==> src/hdl/dhqp_pkg.sv <==
// Package for the DNS header and question parser.
// Holds the result kinds, parse phases, word types and size constants.
// No dependencies; every other file of the block but dhqp_if imports it.
`timescale 1ns / 1ps

package dhqp_pkg;

  // Longest dotted name that is reported character by character.
  localparam int unsigned NameLimitDef = 255;
  // Name length counter holds up to the limit plus one.
  localparam int unsigned NameCntW = 9;

  typedef enum logic [3:0] {
    KIND_ID       = 4'd0,
    KIND_FLAGS    = 4'd1,
    KIND_QDCOUNT  = 4'd2,
    KIND_ANCOUNT  = 4'd3,
    KIND_NSCOUNT  = 4'd4,
    KIND_ARCOUNT  = 4'd5,
    KIND_CHAR     = 4'd6,
    KIND_END      = 4'd7,
    KIND_QTYPE    = 4'd8,
    KIND_QCLASS   = 4'd9,
    KIND_OVERFLOW = 4'd10
  } kind_e;

  typedef enum logic [9:0] {
    PH_IDLE     = 10'b00_0000_0001,
    PH_HDR_HI   = 10'b00_0000_0010,
    PH_HDR_LO   = 10'b00_0000_0100,
    PH_LEN      = 10'b00_0000_1000,
    PH_LABEL    = 10'b00_0001_0000,
    PH_TYPE_HI  = 10'b00_0010_0000,
    PH_TYPE_LO  = 10'b00_0100_0000,
    PH_CLASS_HI = 10'b00_1000_0000,
    PH_CLASS_LO = 10'b01_0000_0000,
    PH_DONE     = 10'b10_0000_0000
  } phase_e;

  localparam logic [7:0] DotChar = 8'h2E;

  typedef struct packed {
    logic [7:0] msg_byte;
    logic       start_of_message;
  } in_word_t;

  typedef struct packed {
    kind_e       kind;
    logic [15:0] field_value;
    logic [15:0] question_number;
    logic        is_response;
    logic [3:0]  op_code;
    logic        authoritative;
    logic        truncated;
    logic        recursion_desired;
    logic        recursion_available;
    logic [2:0]  reserved_bits;
    logic [3:0]  response_code;
  } res_t;

endpackage

==> src/hdl/dhqp_if.sv <==
// Channel interfaces of the DNS header and question parser.
// dhqp_in_if carries message bytes, dhqp_out_if carries result words.
// No dependencies.
`timescale 1ns / 1ps

interface dhqp_in_if;
  logic       valid;
  logic       ready;
  logic [7:0] msg_byte;
  logic       start_of_message;

  modport source (output valid, output msg_byte, output start_of_message, input ready);
  modport sink (input valid, input msg_byte, input start_of_message, output ready);
endinterface

interface dhqp_out_if;
  logic        valid;
  logic        ready;
  logic [3:0]  item_kind;
  logic [15:0] field_value;
  logic [15:0] question_number;
  logic        is_response;
  logic [3:0]  op_code;
  logic        authoritative;
  logic        truncated;
  logic        recursion_desired;
  logic        recursion_available;
  logic [2:0]  reserved_bits;
  logic [3:0]  response_code;

  modport source (
    output valid, output item_kind, output field_value, output question_number,
    output is_response, output op_code, output authoritative, output truncated,
    output recursion_desired, output recursion_available, output reserved_bits,
    output response_code, input ready
  );
  modport sink (
    input valid, input item_kind, input field_value, input question_number,
    input is_response, input op_code, input authoritative, input truncated,
    input recursion_desired, input recursion_available, input reserved_bits,
    input response_code, output ready
  );
endinterface

==> src/hdl/dhqp_in_reg.sv <==
// Input register of the DNS header and question parser.
// Captures one byte word from the input channel; depends on dhqp_pkg, dhqp_if.
`timescale 1ns / 1ps

module dhqp_in_reg import dhqp_pkg::*; (
  input  logic     clk_i,
  input  logic     rst_ni,
  dhqp_in_if.sink  in_i,
  input  logic     take_i,
  output logic     valid_o,
  output in_word_t word_o
);

  logic     valid_q, valid_d;
  in_word_t word_q;

  // A new word may enter when the register is empty or the held one leaves in the same cycle.
  assign in_i.ready = !valid_q || take_i;

  always_comb begin
    valid_d = valid_q;
    if (in_i.ready) begin
      valid_d = in_i.valid;
    end
  end

  always_ff @(posedge clk_i or negedge rst_ni) begin
    if (!rst_ni) begin
      valid_q <= 1'b0;
    end else begin
      valid_q <= valid_d;
    end
  end

  always_ff @(posedge clk_i) begin
    if (in_i.ready && in_i.valid) begin
      word_q <= '{msg_byte: in_i.msg_byte, start_of_message: in_i.start_of_message};
    end
  end

  assign valid_o = valid_q;
  assign word_o  = word_q;

endmodule

==> src/hdl/dhqp_core.sv <==
// Parse state and result logic of the DNS header and question parser.
// Updates the parse state once per byte word; depends on dhqp_pkg.
`timescale 1ns / 1ps

module dhqp_core import dhqp_pkg::*; #(
  parameter int unsigned NameLimit = NameLimitDef
) (
  input  logic     clk_i,
  input  logic     rst_ni,
  input  logic     take_i,
  input  in_word_t word_i,
  output logic     res_valid_o,
  output res_t     res_o
);

  localparam logic [NameCntW-1:0] LimitC   = NameCntW'(NameLimit);
  localparam logic [NameCntW-1:0] LimitP1C = NameCntW'(NameLimit + 1);

  phase_e              phase_q, phase_d, ph;
  logic [2:0]          hidx_q, hidx_d, hidx;
  logic [7:0]          held_q, held_d, held;
  logic [15:0]         ql_q, ql_d, ql;
  logic [15:0]         cq_q, cq_d, cq;
  logic [7:0]          lbl_q, lbl_d, lbl;
  logic [NameCntW-1:0] nlc_q, nlc_d, nlc;
  logic                first_q, first_d, first;

  logic [7:0]  b;
  logic [15:0] word;
  logic [7:0]  nc_char;
  logic        nc_req;
  logic [15:0] ql_dec;
  logic [7:0]  lbl_dec;

  assign b       = word_i.msg_byte;
  assign word    = {held, b};
  assign ql_dec  = ql - 16'd1;
  assign lbl_dec = lbl - 8'd1;

  // A start flag makes the byte the first one of a fresh message.
  always_comb begin
    if (word_i.start_of_message) begin
      ph = PH_HDR_HI;  hidx = '0;  held = '0;  ql = '0;
      cq = '0;  lbl = '0;  nlc = '0;  first = 1'b1;
    end else begin
      ph = phase_q;  hidx = hidx_q;  held = held_q;  ql = ql_q;
      cq = cq_q;  lbl = lbl_q;  nlc = nlc_q;  first = first_q;
    end
  end

  always_comb begin
    phase_d = ph;  hidx_d = hidx;  held_d = held;  ql_d = ql;
    cq_d = cq;  lbl_d = lbl;  nlc_d = nlc;  first_d = first;
    res_valid_o = 1'b0;
    res_o = '0;
    nc_req = 1'b0;
    nc_char = b;

    unique case (ph)
      PH_HDR_HI: begin
        held_d  = b;
        phase_d = PH_HDR_LO;
      end
      PH_HDR_LO: begin
        res_valid_o       = 1'b1;
        res_o.kind        = kind_e'({1'b0, hidx});
        res_o.field_value = word;
        if (hidx == 3'(KIND_FLAGS)) begin
          res_o.is_response         = word[15];
          res_o.op_code             = word[14:11];
          res_o.authoritative       = word[10];
          res_o.truncated           = word[9];
          res_o.recursion_desired   = word[8];
          res_o.recursion_available = word[7];
          res_o.reserved_bits       = word[6:4];
          res_o.response_code       = word[3:0];
        end
        if (hidx == 3'(KIND_QDCOUNT)) begin
          ql_d = word;
        end
        if (hidx >= 3'(KIND_ARCOUNT)) begin
          hidx_d = '0;
          cq_d   = '0;
          if (ql == '0) begin
            phase_d = PH_DONE;
          end else begin
            phase_d = PH_LEN;  lbl_d = '0;  nlc_d = '0;  first_d = 1'b1;
          end
        end else begin
          hidx_d  = hidx + 3'd1;
          phase_d = PH_HDR_HI;
        end
      end
      PH_LEN: begin
        if (b == '0) begin
          phase_d               = PH_TYPE_HI;
          res_valid_o           = 1'b1;
          res_o.kind            = KIND_END;
          res_o.question_number = cq;
        end else begin
          lbl_d   = b;
          phase_d = PH_LABEL;
          if (first) begin
            first_d = 1'b0;
          end else begin
            nc_req  = 1'b1;
            nc_char = DotChar;
          end
        end
      end
      PH_LABEL: begin
        lbl_d  = lbl_dec;
        nc_req = 1'b1;
        if (lbl_dec == '0) begin
          phase_d = PH_LEN;
        end
      end
      PH_TYPE_HI: begin
        held_d  = b;
        phase_d = PH_TYPE_LO;
      end
      PH_CLASS_HI: begin
        held_d  = b;
        phase_d = PH_CLASS_LO;
      end
      PH_TYPE_LO: begin
        res_valid_o           = 1'b1;
        res_o.kind            = KIND_QTYPE;
        res_o.field_value     = word;
        res_o.question_number = cq;
        phase_d               = PH_CLASS_HI;
      end
      PH_CLASS_LO: begin
        res_valid_o           = 1'b1;
        res_o.kind            = KIND_QCLASS;
        res_o.field_value     = word;
        res_o.question_number = cq;
        ql_d                  = ql_dec;
        if (ql_dec == '0) begin
          phase_d = PH_DONE;
        end else begin
          cq_d    = cq + 16'd1;
          phase_d = PH_LEN;  lbl_d = '0;  nlc_d = '0;  first_d = 1'b1;
        end
      end
      PH_IDLE, PH_DONE: begin
      end
      default: begin
      end
    endcase

    // Name characters count against the limit; the first one past it is
    // reported as an overflow and the rest of the name is dropped.
    if (nc_req) begin
      res_o.question_number = cq;
      if (nlc == LimitC) begin
        nlc_d       = LimitP1C;
        res_valid_o = 1'b1;
        res_o.kind  = KIND_OVERFLOW;
      end else if (nlc < LimitC) begin
        nlc_d             = nlc + 1'b1;
        res_valid_o       = 1'b1;
        res_o.kind        = KIND_CHAR;
        res_o.field_value = {8'h00, nc_char};
      end
    end
  end

  always_ff @(posedge clk_i or negedge rst_ni) begin
    if (!rst_ni) begin
      phase_q <= PH_IDLE;
      hidx_q  <= '0;
      held_q  <= '0;
      ql_q    <= '0;
      cq_q    <= '0;
      lbl_q   <= '0;
      nlc_q   <= '0;
      first_q <= 1'b1;
    end else if (take_i) begin
      phase_q <= phase_d;
      hidx_q  <= hidx_d;
      held_q  <= held_d;
      ql_q    <= ql_d;
      cq_q    <= cq_d;
      lbl_q   <= lbl_d;
      nlc_q   <= nlc_d;
      first_q <= first_d;
    end
  end

`ifndef SYNTHESIS
  a_label_nonzero: assert property (@(posedge clk_i) disable iff (!rst_ni)
    phase_q == PH_LABEL |-> lbl_q != '0)
    else $error("label phase with no label bytes left");

  a_name_count_bound: assert property (@(posedge clk_i) disable iff (!rst_ni)
    nlc_q <= LimitP1C)
    else $error("name length count past limit plus one");

  a_done_no_questions: assert property (@(posedge clk_i) disable iff (!rst_ni)
    phase_q == PH_DONE |-> ql_q == '0)
    else $error("parse finished with questions left");

  a_char_counted: assert property (@(posedge clk_i) disable iff (!rst_ni)
    take_i && res_valid_o && res_o.kind == KIND_CHAR |=> nlc_q != '0 && nlc_q <= LimitC)
    else $error("name character emitted outside the length limit");
`endif

endmodule

==> src/hdl/dhqp_out_reg.sv <==
// Result register of the DNS header and question parser.
// Holds one result word for the output channel; depends on dhqp_pkg, dhqp_if.
`timescale 1ns / 1ps

module dhqp_out_reg import dhqp_pkg::*; (
  input  logic       clk_i,
  input  logic       rst_ni,
  input  logic       load_i,
  input  res_t       res_i,
  output logic       can_load_o,
  dhqp_out_if.source out_o
);

  logic valid_q, valid_d;
  res_t res_q;

  assign can_load_o = !valid_q || out_o.ready;

  always_comb begin
    valid_d = valid_q;
    if (can_load_o) begin
      valid_d = load_i;
    end
  end

  always_ff @(posedge clk_i or negedge rst_ni) begin
    if (!rst_ni) begin
      valid_q <= 1'b0;
    end else begin
      valid_q <= valid_d;
    end
  end

  always_ff @(posedge clk_i) begin
    if (can_load_o && load_i) begin
      res_q <= res_i;
    end
  end

  assign out_o.valid               = valid_q;
  assign out_o.item_kind           = res_q.kind;
  assign out_o.field_value         = res_q.field_value;
  assign out_o.question_number     = res_q.question_number;
  assign out_o.is_response         = res_q.is_response;
  assign out_o.op_code             = res_q.op_code;
  assign out_o.authoritative       = res_q.authoritative;
  assign out_o.truncated           = res_q.truncated;
  assign out_o.recursion_desired   = res_q.recursion_desired;
  assign out_o.recursion_available = res_q.recursion_available;
  assign out_o.reserved_bits       = res_q.reserved_bits;
  assign out_o.response_code       = res_q.response_code;

endmodule

==> src/hdl/dns_header_question_parser.sv <==
// DNS header and question parser: takes one message byte per word, with a
// start flag on the first byte, and reports the six header words (flags split
// into fields), then for each question its name characters with dots, an end
// mark, qtype and qclass; names past NameLimit characters give one overflow
// word. One byte is taken every clock cycle while the output does not stall;
// a result is made from the byte in the input register by the combinational
// parse step and held in the result register. Output stalls hold input off
// only with both registers full. Depends on dhqp_pkg, dhqp_if, dhqp modules.
`timescale 1ns / 1ps

module dns_header_question_parser import dhqp_pkg::*; #(
  parameter int unsigned NameLimit = NameLimitDef
) (
  input  logic       clk_i,
  input  logic       rst_ni,
  dhqp_in_if.sink    in_i,
  dhqp_out_if.source out_o
);

  logic     in_valid;
  in_word_t in_word;
  logic     can_load;
  logic     take;
  logic     res_valid;
  res_t     res;

  // A byte leaves the input register only when the result register has room.
  assign take = in_valid && can_load;

  dhqp_in_reg u_in_reg (
    .clk_i   (clk_i),
    .rst_ni  (rst_ni),
    .in_i    (in_i),
    .take_i  (take),
    .valid_o (in_valid),
    .word_o  (in_word)
  );

  dhqp_core #(
    .NameLimit (NameLimit)
  ) u_core (
    .clk_i       (clk_i),
    .rst_ni      (rst_ni),
    .take_i      (take),
    .word_i      (in_word),
    .res_valid_o (res_valid),
    .res_o       (res)
  );

  dhqp_out_reg u_out_reg (
    .clk_i      (clk_i),
    .rst_ni     (rst_ni),
    .load_i     (take && res_valid),
    .res_i      (res),
    .can_load_o (can_load),
    .out_o      (out_o)
  );

endmodule
==> src/flat_wrapper.sv <==
// flat-port wrapper written by rule: the top's interface ports become plain ports
module dns_header_question_parser_flat import dhqp_pkg::*;
#(
  parameter int unsigned NameLimit = NameLimitDef
)
  (clk_i, rst_ni, in_i_valid, in_i_msg_byte, in_i_start_of_message, in_i_ready, out_o_valid, out_o_item_kind, out_o_field_value, out_o_question_number, out_o_is_response, out_o_op_code, out_o_authoritative, out_o_truncated, out_o_recursion_desired, out_o_recursion_available, out_o_reserved_bits, out_o_response_code, out_o_ready);
  dhqp_in_if in_i_i ();
  dhqp_out_if out_o_i ();
  input  logic clk_i;
  input  logic rst_ni;
  input wire logic [$bits(in_i_i.valid)-1:0] in_i_valid;
  input wire logic [$bits(in_i_i.msg_byte)-1:0] in_i_msg_byte;
  input wire logic [$bits(in_i_i.start_of_message)-1:0] in_i_start_of_message;
  output wire logic [$bits(in_i_i.ready)-1:0] in_i_ready;
  output wire logic [$bits(out_o_i.valid)-1:0] out_o_valid;
  output wire logic [$bits(out_o_i.item_kind)-1:0] out_o_item_kind;
  output wire logic [$bits(out_o_i.field_value)-1:0] out_o_field_value;
  output wire logic [$bits(out_o_i.question_number)-1:0] out_o_question_number;
  output wire logic [$bits(out_o_i.is_response)-1:0] out_o_is_response;
  output wire logic [$bits(out_o_i.op_code)-1:0] out_o_op_code;
  output wire logic [$bits(out_o_i.authoritative)-1:0] out_o_authoritative;
  output wire logic [$bits(out_o_i.truncated)-1:0] out_o_truncated;
  output wire logic [$bits(out_o_i.recursion_desired)-1:0] out_o_recursion_desired;
  output wire logic [$bits(out_o_i.recursion_available)-1:0] out_o_recursion_available;
  output wire logic [$bits(out_o_i.reserved_bits)-1:0] out_o_reserved_bits;
  output wire logic [$bits(out_o_i.response_code)-1:0] out_o_response_code;
  input wire logic [$bits(out_o_i.ready)-1:0] out_o_ready;
  assign in_i_i.valid = in_i_valid;
  assign in_i_i.msg_byte = in_i_msg_byte;
  assign in_i_i.start_of_message = in_i_start_of_message;
  assign in_i_ready = in_i_i.ready;
  assign out_o_valid = out_o_i.valid;
  assign out_o_item_kind = out_o_i.item_kind;
  assign out_o_field_value = out_o_i.field_value;
  assign out_o_question_number = out_o_i.question_number;
  assign out_o_is_response = out_o_i.is_response;
  assign out_o_op_code = out_o_i.op_code;
  assign out_o_authoritative = out_o_i.authoritative;
  assign out_o_truncated = out_o_i.truncated;
  assign out_o_recursion_desired = out_o_i.recursion_desired;
  assign out_o_recursion_available = out_o_i.recursion_available;
  assign out_o_reserved_bits = out_o_i.reserved_bits;
  assign out_o_response_code = out_o_i.response_code;
  assign out_o_i.ready = out_o_ready;
  dns_header_question_parser #(.NameLimit(NameLimit)) u_core (.clk_i(clk_i), .rst_ni(rst_ni), .in_i(in_i_i), .out_o(out_o_i));
endmodule
==> config.mk <==
export PLATFORM = sky130hd
export DESIGN_NAME = dns_header_question_parser_flat
export DESIGN_NICKNAME = d
export VERILOG_FILES = /design/src/hdl/dhqp_pkg.sv /design/src/hdl/dhqp_if.sv /design/src/hdl/dhqp_in_reg.sv /design/src/hdl/dhqp_core.sv /design/src/hdl/dhqp_out_reg.sv /design/src/hdl/dns_header_question_parser.sv /design/src/flat_wrapper.sv
export SDC_FILE = /design/constraint.sdc
export NUM_CORES = 1
export LEC_CHECK = 0
export BUFFER_PORTS_ARGS = -buffer_cell sky130_fd_sc_hd__buf_2
export CAP_MARGIN = 20
export CORE_MARGIN = 4
export CORE_UTILIZATION = 40
export DETAILED_ROUTE_END_ITERATION = 16
export PLACE_DENSITY = 0.55
export SYNTH_ARGS = -nofsm -noshare
export SYNTH_HDL_FRONTEND = slang
export SYNTH_SLANG_ARGS = --single-unit
==> constraint.sdc <==
create_clock -name clk_i -period 4.6 [get_ports clk_i]
set_clock_uncertainty 0.1 [all_clocks]
set_input_delay 0.46 -clock clk_i [delete_from_list [all_inputs] [get_ports clk_i]]
set_output_delay 0.46 -clock clk_i [all_outputs]
set_load 0.005 [all_outputs]
# Yosys cells after proc, flatten, opt, wreduce, memory -nomap -nowiden
# Index checks and enable logic that the tools add are counted.
# classes
addsub	5
magnitude_cmp	2
eq_ne	11
muxes	59
n_reduce_logical	16
# op_table
cell	n
$mux W16	8
$pmux W16 S2	3
$mux W8	10
$pmux W10 S8	1
$mux W9	7
$mux W10	5
$mux W36	1
$logic_not A16 Y1	2
$pmux W8 S4	1
$mux W20	1
$pmux W9 S2	1
$add A16 B1 Y16 const B	1
$logic_not A8 Y1	2
$pmux W4 S4	1
$sub A16 B1 Y16 const B	1
$mux W3	4
$mux W1	11
$eq A10 B2 Y1 const B	1
$eq A10 B3 Y1 const B	1
$eq A10 B4 Y1 const B	1
$eq A10 B5 Y1 const B	1
$eq A10 B6 Y1 const B	1
$eq A10 B7 Y1 const B	1
$eq A10 B8 Y1 const B	1
19 further kinds	26
# totals
register_bits	134
input_bits	13
out_inout_bits	54
word_cells	116

# Longest topological paths before layout
# Gate-level depths: netlist (run 1).
# logic_depth
word_depth	9
ltp_mapped	17
depth_no_buf	12

# Modules after synthesis
# Synthesis (run 1) repeated with hierarchy kept, for this count alone.
# hier_totals
cells_unflattened	748
area_unflattened_um2	7304.5
# by_module_without_submodules
mod	n_inst	cells_each	area_each_um2	seq_area_each_um2
dhqp_core	1	677	5352.6	1779.2
dhqp_out_reg	1	56	1615.3	1586.5
dhqp_in_reg	1	13	324.1	295.3
dns_header_question_parser	1	2	12.5	0.0

# Worst setup path after synthesis (run 1)
# Ideal clock, no wire load.
# synth_timing
path_kind	register to register
startpoint	register u_core.u_in_reg.word_q, in the netlist u_core.u_in_reg.word_o[0]
endpoint	register u_core.u_out_reg.res_q, in the netlist u_core.u_out_reg.out_o.authoritative (enable)
setup_time_ns	0.406
arrival_ns	3.592
required_time_ns	4.094
path_slack_ns	0.502
stages_incl_launch_ff	17
n_path_buf	4
period_less_slack_ns	4.098
path_cell_list	edfxtp_1 clkbuf_1 buf_1 clkbuf_1 clkbuf_1 nor2b_1 ha_1 nand4_1 inv_1 nand3_1 nor2_1 ha_1 nand2b_1 a21oi_1 nand2_1 nand2_1 inv_1
# synth_between
elab_chain_cells	9
word_cells_on_any_way	20
classes_between	order compare (1); eq/ne (6); mux (10); reduce/logical (3)
# synth_lines
item	line_no	source
start, declared	dhqp_in_reg.sv:15	in_word_t word_q;
start signal, assigned	dhqp_in_reg.sv:37	word_q <= '{msg_byte: in_i.msg_byte, start_of_message: in_i.start_of_message};
$mux W10	dhqp_core.sv:42	if (word_i.start_of_message) begin
$eq A10 B9 Y1, or another cell as far along	dhqp_core.sv:59	unique case (ph)
$reduce_or A3 Y1 (no line)	-	
$pmux W1 S2	dhqp_core.sv:59	
$mux W1	dhqp_core.sv:160	end else if (nlc < LimitC) begin
$mux W1	dhqp_core.sv:156	if (nlc == LimitC) begin
$mux W1 *	dhqp_core.sv:154	if (nc_req) begin
$logic_and A1 B1 Y1 *	dns_header_question_parser.sv:53	.load_i (take && res_valid),
$logic_and A1 B1 Y1 *	dhqp_out_reg.sv:35	if (can_load_o && load_i) begin
end signal, assigned	dhqp_out_reg.sv:36	res_q <= res_i;
end, declared	dhqp_out_reg.sv:15	res_t res_q;
# Every way passes the cells marked *; elsewhere a longest branch is shown, timed or not.
# A chain may end at the register's enable or synchronous reset.

# Worst setup path after layout (run 1)
# layout_timing
startpoint	register u_core.u_core.ql_q[2]
endpoint	register u_core.u_core.cq_q[7]
# layout_between
elab_chain_cells	5
# layout_lines
item	line_no	source
start, declared	dhqp_core.sv:22	logic [15:0] ql_q, ql_d, ql;
start signal, assigned	dhqp_core.sv:183	ql_q <= ql_d;
$mux W16	dhqp_core.sv:42	
$sub A16 B1 Y16	dhqp_core.sv:37	assign ql_dec = ql - 16'd1;
$logic_not A16 Y1	dhqp_core.sv:139	if (ql_dec == '0) begin
$mux W16	dhqp_core.sv:139	
$pmux W16 S2	dhqp_core.sv:59	
end signal, assigned	dhqp_core.sv:184	cq_q <= cq_d;
end, declared	dhqp_core.sv:23	logic [15:0] cq_q, cq_d, cq;
# Every way passes these cells.

==> summary.txt, run 1 <==
Logic synthesis
  • Synthesized Nets: 740
  • Number of distinct library cells after synthesis: 67
  • Post-synthesis instance area: 7020 sq um
  • Average instance area after synthesis: 9.79 sq um
  • Cell accounting for the most synthesized area: edfxtp_1
  • Warnings, synthesis: 0
  • Cell count after synthesis: 717
  • Number of flops mapped to enable cells by yosys: 61
  • Cell with the most instances after synthesis: nand2_1
  • Share of the synthesized area in the top cell type: between 20% and 30%
  • Register area share after synthesis: 52.2%
  • Most common flop cell mapped by yosys: dfrtp_1
  • Top post-synthesis cells by count: 84 x nand2_1, 71 x dfrtp_1, 66 x o21ai_0
  • Post-synthesis sequential element count: approximately 130
  • Synth async-reset ratio: between 50 and 60%
  • Top post-synthesis cells by area: edfxtp_1 26%, dfrtp_1 25%, o21ai_0 4.7%

Route
  • Mean routed wirelength per cell: 18.4 um
  • First DRT Iteration DRCs: 620
  • Sum of routed wire length over all layers: 18700 um
  • Overall via count from detail_route: 5809
  • First-pass iteration count of the detailed router: 5
  • Final antenna-violating net count: 0
  • DRC viols: 0
  • Vias per cell: 5.72

Timing
  • Number of endpoints with negative hold slack in the final report: 0
  • Max Freq: 272 MHz
  • Slew @ Worst Pin: 0.843 ns
  • Finish-stage setup viols: 0
  • Final-report max-slew violation count: 0
  • Post-route worst setup slack: 0.926 ns
  • Setup tns final: 0 ns
  • RSZ-0062 raised after global routing: false
  • Final period demand of the worst path: 3.67 ns
  • Final worst-path cycle share: 79.9%
  • Worst slew slack as a fraction of its limit: 43.3%

GRT
  • Wire length of the first global-routing pass: slightly above 30000 um
  • Global-route total usage across every layer: 19.3%
  • Vias in the first global route: 5759
  • Remaining global-route overflow: 0
  • Maximum number of pins on one net before global-route repair: 50
  • Initial antenna violation count: 0

Cells and area
  • Area overhead of the layout relative to synthesis: 16.4%
  • Fraction of layout cells with a size suffix above 1: 17.5%
  • Final nets: 800
  • Non-filler instance count after layout: just over 1000
  • # diodes: 0

Floorplan
  • Std cell rows: 48
  • Placeable core area: between 15000 and 20000 sq um
  • Die footprint: around 20000 sq um
  • Horizontal extent of the die: 140 um
  • Chip height: 140 um
  • Initial Utilization: approximately 41%
  • Number of primary I/O pins: 67

Power
  • Worst vdd ir: 0.280 mV
  • Pwr Density: 424 nW/um^2
  • Leak Pwr: 3.40 nW

Worst setup path
  • Beginning of the critical path: u_core.u_core.ql_q[2]$_DFFE_PN0P_
  • Critical Path End Type: flop
  • Series of cell instances along the critical path: nor4_4 > nand4_1 > xnor2_1 > or4_1 > nor4_1 > nor2_1 > o21ai_0 > a21oi_1 > mux2i_1
  • CP bufs+invs: 0
  • Endpoint of the worst-slack reg-to-reg timing path: u_core.u_core.cq_q[7]$_DFFE_PN0P_
  • CP delay by family, top: simple AND/OR/NAND/NOR gates
  • Register-to-Register Setup Slack: 0.93 ns
  • RR Startpoint: u_core.u_core.ql_q[2]$_DFFE_PN0P_
  • Crit path launch type: flop
  • Worst reg-to-reg path cell count: 9
  • Max stage delay cell, worst path: nor4_1
  • Worst Setup Path Type: reg2reg
  • Critical Path RT: 4.85 ns
  • Top fanout value on the critical path: 11
  • Maximum single-stage delay on the critical path: 0.76 ns
  • Worst path arrival time: 3.92 ns

Run
  • # Max-Cap Violations: 0

Place
  • Dpl hpwl: between 10000 and 15000 um
  • Worst setup slack after placement: 0.944 ns
  • Port bufs: 66
  • Gp weighted congestion: 0.918
  • Placed Cells: 982

Clock tree
  • Total clock buffers created by CTS: 17
  • Clock Root Buffer: clkbuf_16
  • CTS clock-pin slew for the worst setup and hold paths: 0.06 ns
  • Htree depth: 4
  • Number of gates resized after cts: 0
  • Sink count of the clock tree: 134
  • CTS max path bufs: 2
  • Number of hold-repair buffers added at the cts stage: 0
  • Number of setup buffers added after CTS: 0
  • Worst-skew pair later-pin latency: between 0.4 and 0.5 ns
  • CTS tree: yes

Run status
  • Outcome: finished clean

Min path
  • Path category of the worst min-delay check: in2async
[logic make-up after synthesis]
kind of cell	Yosys count	share of synthesized area [%]
multiplexers	11	1.71
adder cells (fa/ha/maj)	10	1.78
flip-flops	134	52.2
XOR/XNOR	10	1.25
AND/OR/NAND/NOR	299	21.8
buffers and inverters	58	3.35
AO/OA/AOI/OAI	195	17.9
[stage by stage]
| step | util (%) | area, sq um | total power [W] | hold WS (ns) |
|---|---|---|---|---|
| after detailed placement | 44.2 | 7610 | 0.00222 | 0.377 |
| after global routing | 47.4 | 8170 | 0.00364 | 0.0886 |
| final | 47.4 | 8170 | 0.00346 | 0.0331 |
| after global placement | 44.1 | 7610 | 0.00221 | 0.363 |
| after floorplan | - | 7020 | 0.00197 | 0.0644 |
| after CTS | 47.3 | 8160 | 0.00349 | 0.0626 |
[worst register-to-register path, delay by kind of cell, from the launching register on]
kind / cells / cell delay (ns)
compound gates: 2 / 0.29
mux: 1 / 0.14
flops: 1 / 0.47
xor+xnor: 1 / 0.18
simple gates: 5 / 2.43
[worst max path at each step]
stage / slack [ns] / cells past startpoint / end
after detailed placement: 0.94 / 9 / u_core.u_core.cq_q[7]$_DFFE_PN0P_
after CTS: 0.93 / 9 / u_core.u_core.nlc_q[3]$_DFFE_PN0P_
after global placement: 1.03 / 9 / u_core.u_core.cq_q[15]$_DFFE_PN0P_
after floorplan: 0.50 / 16 / u_core.u_out_reg.out_o.authoritative$_SDFFCE_PN0P_
after global routing: 0.63 / 9 / u_core.u_core.cq_q[7]$_DFFE_PN0P_
final: 0.93 / 9 / u_core.u_core.cq_q[7]$_DFFE_PN0P_
[state kept, by name (all words and copies together), names as in the netlist]
register,flops
u_core.u_in_reg.word_o,9
u_core.u_out_reg.out_o.recursion_desired,1
u_core.u_out_reg.out_o.item_kind,4
u_core.u_out_reg.out_o.recursion_available,1
u_core.u_core.held_q,8
u_core.u_core.phase_q,10
u_core.u_core.lbl_q,8
u_core.u_out_reg.out_o.truncated,1
u_core.u_core.nlc_q,9
u_core.u_out_reg.out_o.question_number,16
u_core.u_out_reg.out_o.response_code,4
u_core.u_in_reg.valid_o,1
u_core.u_core.cq_q,16
u_core.u_core.first_q,1
u_core.u_out_reg.out_o.reserved_bits,3
u_core.u_core.ql_q,16
u_core.u_out_reg.out_o.valid,1
u_core.u_out_reg.out_o.authoritative,1
u_core.u_core.hidx_q,3
u_core.u_out_reg.out_o.op_code,4
u_core.u_out_reg.out_o.is_response,1
u_core.u_out_reg.out_o.field_value,16
[metal layers]
layer / global-route usage [%] / vias up / share of wire [%]
li1: - / 2761 / -
met4: 6.99 / 0 / 1.4
met3: 3.45 / 19 / 3.8
met5: 0 / - / 0
met2: 30.7 / 145 / 48
met1: 26.6 / 2884 / 47
[area by class of cell]
class                           instances  area, sq um
Fill cell                            1612         9070
Sequential cell                       134         3660
Multi-Input combinational cell        525         3140
Timing Repair Buffer                   83          484
Clock buffer                           18          429
Tap cell                              225          282
Clock inverter                         14          116
Inverter                               16         60.1
[cell usage in the layout (no fill, tap or decap), drive strengths merged, types with 10 or more instances in the layout]
master,n
nand2,85
o21ai,69
inv,21
nand3,25
edfxtp,61
clkbuf,18
a21oi,43
ha,10
nor4,11
nand4,11
and2,11
nor2,62
a22o,13
nor3,16
and3,22
dfrtp,71
nor2b,25
buf,83
[power by group]
group / internal, W / switching [W]
logic: 0.000257 / 0.000403
registers: 0.00142 / 0.000116
clock network: 0.000701 / 0.000567
total: 0.00238 / 0.00109
Note: power is estimated with default switching activity, not from simulation.
==> run 2, diff against run 1 <==
- clock period: 4.6 -> 3.74 ns (I/O delays scaled with it)
==> run 2 against run 1 <==
Effect of this change:
- the run now ends with hold timing left
- largest cell class unchanged
- critical path depth unchanged
- largest power group unchanged
- critical endpoint is now u_core.u_core.nlc_q[2]$_DFFE_PN0P_
- highest routed layer unchanged
- fmax increased by 1.6%
- sequential share of layout area decreased by 0.64 points
- worst setup slack got worse by 0.80 ns
==> summary.txt, run 2 (synthesized netlist as in run 1, its figures left out) <==
Route
  • Mean routed wirelength per cell: 18.5 um (was 18.4 um)
  • First DRT Iteration DRCs: 560 (was 620)
  • Final antenna-violating net count: 0 (unchanged)
  • Vias per cell: 5.71 (was 5.72)
  • First-pass iteration count of the detailed router: 5 (unchanged)
  • Overall via count from detail_route: 5844 (was 5809)
  • Sum of routed wire length over all layers: 18900 um (was 18700 um)
  • DRC viols: 0 (unchanged)

Cells and area
  • Fillers: 1599 (was 1612)
  • Fraction of layout cells with a size suffix above 1: 18.3% (was 17.5%)
  • Most common cell after layout, fill and taps aside: nand2_1 (unchanged)
  • Final core occ: 48.1% (was 47.4%)
  • # diodes: 0 (unchanged)
  • Final nets: 809 (was 800)
  • Commonest cells after routing, fill and taps aside: 83 x nand2_1, 71 x dfrtp_1, 66 x o21ai_0, 66 x buf_2, 62 x nor2_1 (was 83 x nand2_1, 71 x dfrtp_1, 67 x buf_2)
  • Area overhead of the layout relative to synthesis: 18.1% (was 16.4%)

Worst setup path
  • Register-to-Register Setup Slack: 0.13 ns (was 0.93 ns)
  • Maximum single-stage delay on the critical path: 0.62 ns (was 0.76 ns)
  • RR Startpoint: u_core.u_core.ql_q[3]$_DFFE_PN0P_ (was u_core.u_core.ql_q[2]$_DFFE_PN0P_)
  • Critical Path End Type: flop (unchanged)
  • Beginning of the critical path: u_core.u_core.ql_q[3]$_DFFE_PN0P_ (was u_core.u_core.ql_q[2]$_DFFE_PN0P_)
  • Termination of the worst setup path: u_core.u_core.nlc_q[2]$_DFFE_PN0P_ (was u_core.u_core.cq_q[7]$_DFFE_PN0P_)
  • CP bufs+invs: 0 (unchanged)
  • Critical Path RT: 4.00 ns (was 4.85 ns)
  • CP delay by family, top: simple AND/OR/NAND/NOR gates (unchanged)
  • Crit path launch type: flop (unchanged)
  • Worst path arrival time: 3.87 ns (was 3.92 ns)
  • Critical path depth in cells: 9 (unchanged)
  • Series of cell instances along the critical path: nor4_4 > nand4_1 > xnor2_1 > or4_1 > or3_1 > a32oi_2 > nand2_2 > o21ai_4 > a211o_1 (was nor4_4 > nand4_1 > xnor2_1 > or4_1 > nor4_1 > nor2_1 > o21ai_0 > a21oi_1 > mux2i_1)
  • Top fanout value on the critical path: 11 (unchanged)
  • Max stage delay cell, worst path: nor4_4 (was nor4_1)
  • Worst reg-to-reg path cell count: 9 (unchanged)
  • Endpoint of the worst-slack reg-to-reg timing path: u_core.u_core.nlc_q[2]$_DFFE_PN0P_ (was u_core.u_core.cq_q[7]$_DFFE_PN0P_)
  • Worst Setup Path Type: reg2reg (unchanged)

Clock tree
  • Total clock buffers created by CTS: 17 (unchanged)
  • Number of setup buffers added after CTS: 0 (unchanged)
  • Number of gates resized after cts: 0 (unchanged)
  • Htree depth: 4 (unchanged)
  • CTS tree: yes (unchanged)
  • CTS clock-pin slew for the worst setup and hold paths: 0.06 ns (about the same)
  • Worst-skew pair later-pin latency: 0.42 ns (was 0.43 ns)
  • Clock Root Buffer: clkbuf_16 (unchanged)
  • CTS max path bufs: 2 (unchanged)
  • Sink count of the clock tree: 134 (unchanged)
  • Number of hold-repair buffers added at the cts stage: 0 (unchanged)

Floorplan
  • Number of primary I/O pins: 67 (unchanged)
  • Placeable core area: 17200 sq um (unchanged)
  • Initial Utilization: 40.7% (unchanged)
  • Std cell rows: 48 (unchanged)
  • Die footprint: 19700 sq um (unchanged)
  • Chip height: 140 um (unchanged)
  • Horizontal extent of the die: 140 um (unchanged)

Timing
  • Setup tns final: 0 ns (unchanged)
  • Final worst-path cycle share: 96.7% (was 79.9%)
  • Worst slew slack as a fraction of its limit: 30.4% (was 43.3%)
  • Number of endpoints with negative hold slack in the final report: 7 (was 0)
  • Final-report max-slew violation count: 0 (unchanged)
  • Max Freq: 277 MHz (was 272 MHz)
  • Post-route worst hold slack: -0.00707 ns (was 0.0331 ns)
  • Finish-stage setup viols: 0 (unchanged)
  • RSZ-0062 raised after global routing: false (unchanged)
  • Slew @ Worst Pin: 1.03 ns (was 0.843 ns)
  • Final period demand of the worst path: 3.61 ns (was 3.67 ns)

Run status
  • Outcome: finished with violations (was finished clean)
  • Violated checks: hold timing

Place
  • Dpl hpwl: 12700 um (was 12600 um)
  • Port bufs: 66 (unchanged)
  • Gp weighted congestion: 0.894 (was 0.918)

Power
  • Leak Pwr: 3.46 nW (was 3.40 nW)
  • Power share of the sequential group: 43.1% (was 44.3%)
  • Pwr Density: 529 nW/um^2 (was 424 nW/um^2)
  • Internal power component: 0.00306 W (was 0.00238 W)
  • Worst vdd ir: 0.328 mV (was 0.280 mV)
  • Clock network power share: 38.0% (was 36.6%)
  • Switching portion of total power: 30.2% (was 31.4%)
  • Proportion of power drawn by combinational gates: 18.9% (was 19.1%)
  • Sw Pwr: 0.00132 W (was 0.00109 W)

GRT
  • Remaining global-route overflow: 0 (unchanged)
  • Initial antenna violation count: 0 (unchanged)
  • Wire length of the first global-routing pass: 31200 um (was 30600 um)
  • Maximum number of pins on one net before global-route repair: 51 (was 50)
  • Global-route total usage across every layer: 19.8% (was 19.3%)
  • Vias in the first global route: 5718 (was 5759)

Run
  • # Max-Cap Violations: 0 (unchanged)

Min path
  • Path category of the worst min-delay check: in2async (unchanged)
[run 2: cell types whose count changed in the layout (fill, tap and decap cells not counted), sizes merged]
cell    previous run  this run
buf               83        92
bufinv             0         2
inv               21        19
clkbuf            18        19
clkinv             5         4
[run 2: layout make-up]
type | count | area (sq um) | share of cell area, %
well taps | 225 | 282 | 3.40
repair buffers | 92 | 563 | 6.80
flip-flops and latches | 134 | 3660 | 44.2
inverters | 16 | 63.8 | 0.770
clock buffers | 19 | 433 | 5.23
clock inverters | 13 | 148 | 1.78
multi-input cells | 525 | 3140 | 37.8
[run 2: how the worst min path moves through the flow]
stage	start	endpoint	slack, ns	depth (start not counted)
floorplan	rst_ni	u_core.u_core.cq_q[0]$_DFFE_PN0P_	-0.02	0
global placement	u_core.u_core.nlc_q[1]$_DFFE_PN0P_	u_core.u_core.nlc_q[1]$_DFFE_PN0P_	0.36	2
detailed placement	u_core.u_core.nlc_q[1]$_DFFE_PN0P_	u_core.u_core.nlc_q[1]$_DFFE_PN0P_	0.36	2
CTS	in_i_msg_byte[3]	u_core.u_in_reg.word_o[4]$_DFFE_PP_	0.008	1
global route	in_i_msg_byte[0]	u_core.u_in_reg.word_o[1]$_DFFE_PP_	0.008	1
finish	rst_ni	u_core.u_in_reg.valid_o$_DFFE_PN0N_	-0.007	1
[run 2: routing by layer]
| metal | vias up | track usage, % | part of all wire [%] |
|---|---|---|---|
| met5 | - | 0 | 0 |
| met2 | 185 | 31.5 | 47 |
| met3 | 26 | 3.79 | 4.9 |
| li1 | 2767 | - | - |
| met1 | 2866 | 27.7 | 46 |
| met4 | 0 | 5.66 | 1.7 |
[run 2: power by group through the flow]
| stage | Combinational [W] | Clock, W | Sequential [W] |
|---|---|---|---|
| global placement | 0.000816 | 0 | 0.00191 |
| CTS | 0.000834 | 0.00170 | 0.00189 |
| detailed placement | 0.000830 | 0 | 0.00192 |
| finish | 0.000826 | 0.00167 | 0.00189 |
| floorplan | 0.000554 | 0 | 0.00187 |
| global route | 0.000931 | 0.00177 | 0.00191 |
[run 2: per-stage QoR]
| step | hold WS (ns) | setup slack, ns | total power [W] | cell area (sq um) | std cells |
|---|---|---|---|---|---|
| 2_1_floorplan | -0.0216 | 0.00490 | 0.00242 | 7030 | 717 |
| 3_3_place_gp | 0.357 | 0.248 | 0.00273 | 7700 | 992 |
| 3_5_place_dp | 0.362 | 0.143 | 0.00275 | 7700 | 992 |
| 4_1_cts | 0.00842 | 0.162 | 0.00442 | 8290 | 1024 |
| 5_1_grt | 0.00776 | 0.00186 | 0.00462 | 8290 | 1024 |
| 6_report | -0.00707 | 0.125 | 0.00438 | 8290 | 1024 |
[run 2: worst register-to-register path, stage by stage (launching register included)]
cell     delay (ns)
dfrtp_1        0.46
nor4_4         0.62
nand4_1        0.28
xnor2_1        0.19
or4_1          0.53
or3_1          0.53
a32oi_2        0.35
nand2_2        0.13
o21ai_4        0.20
a211o_1        0.16
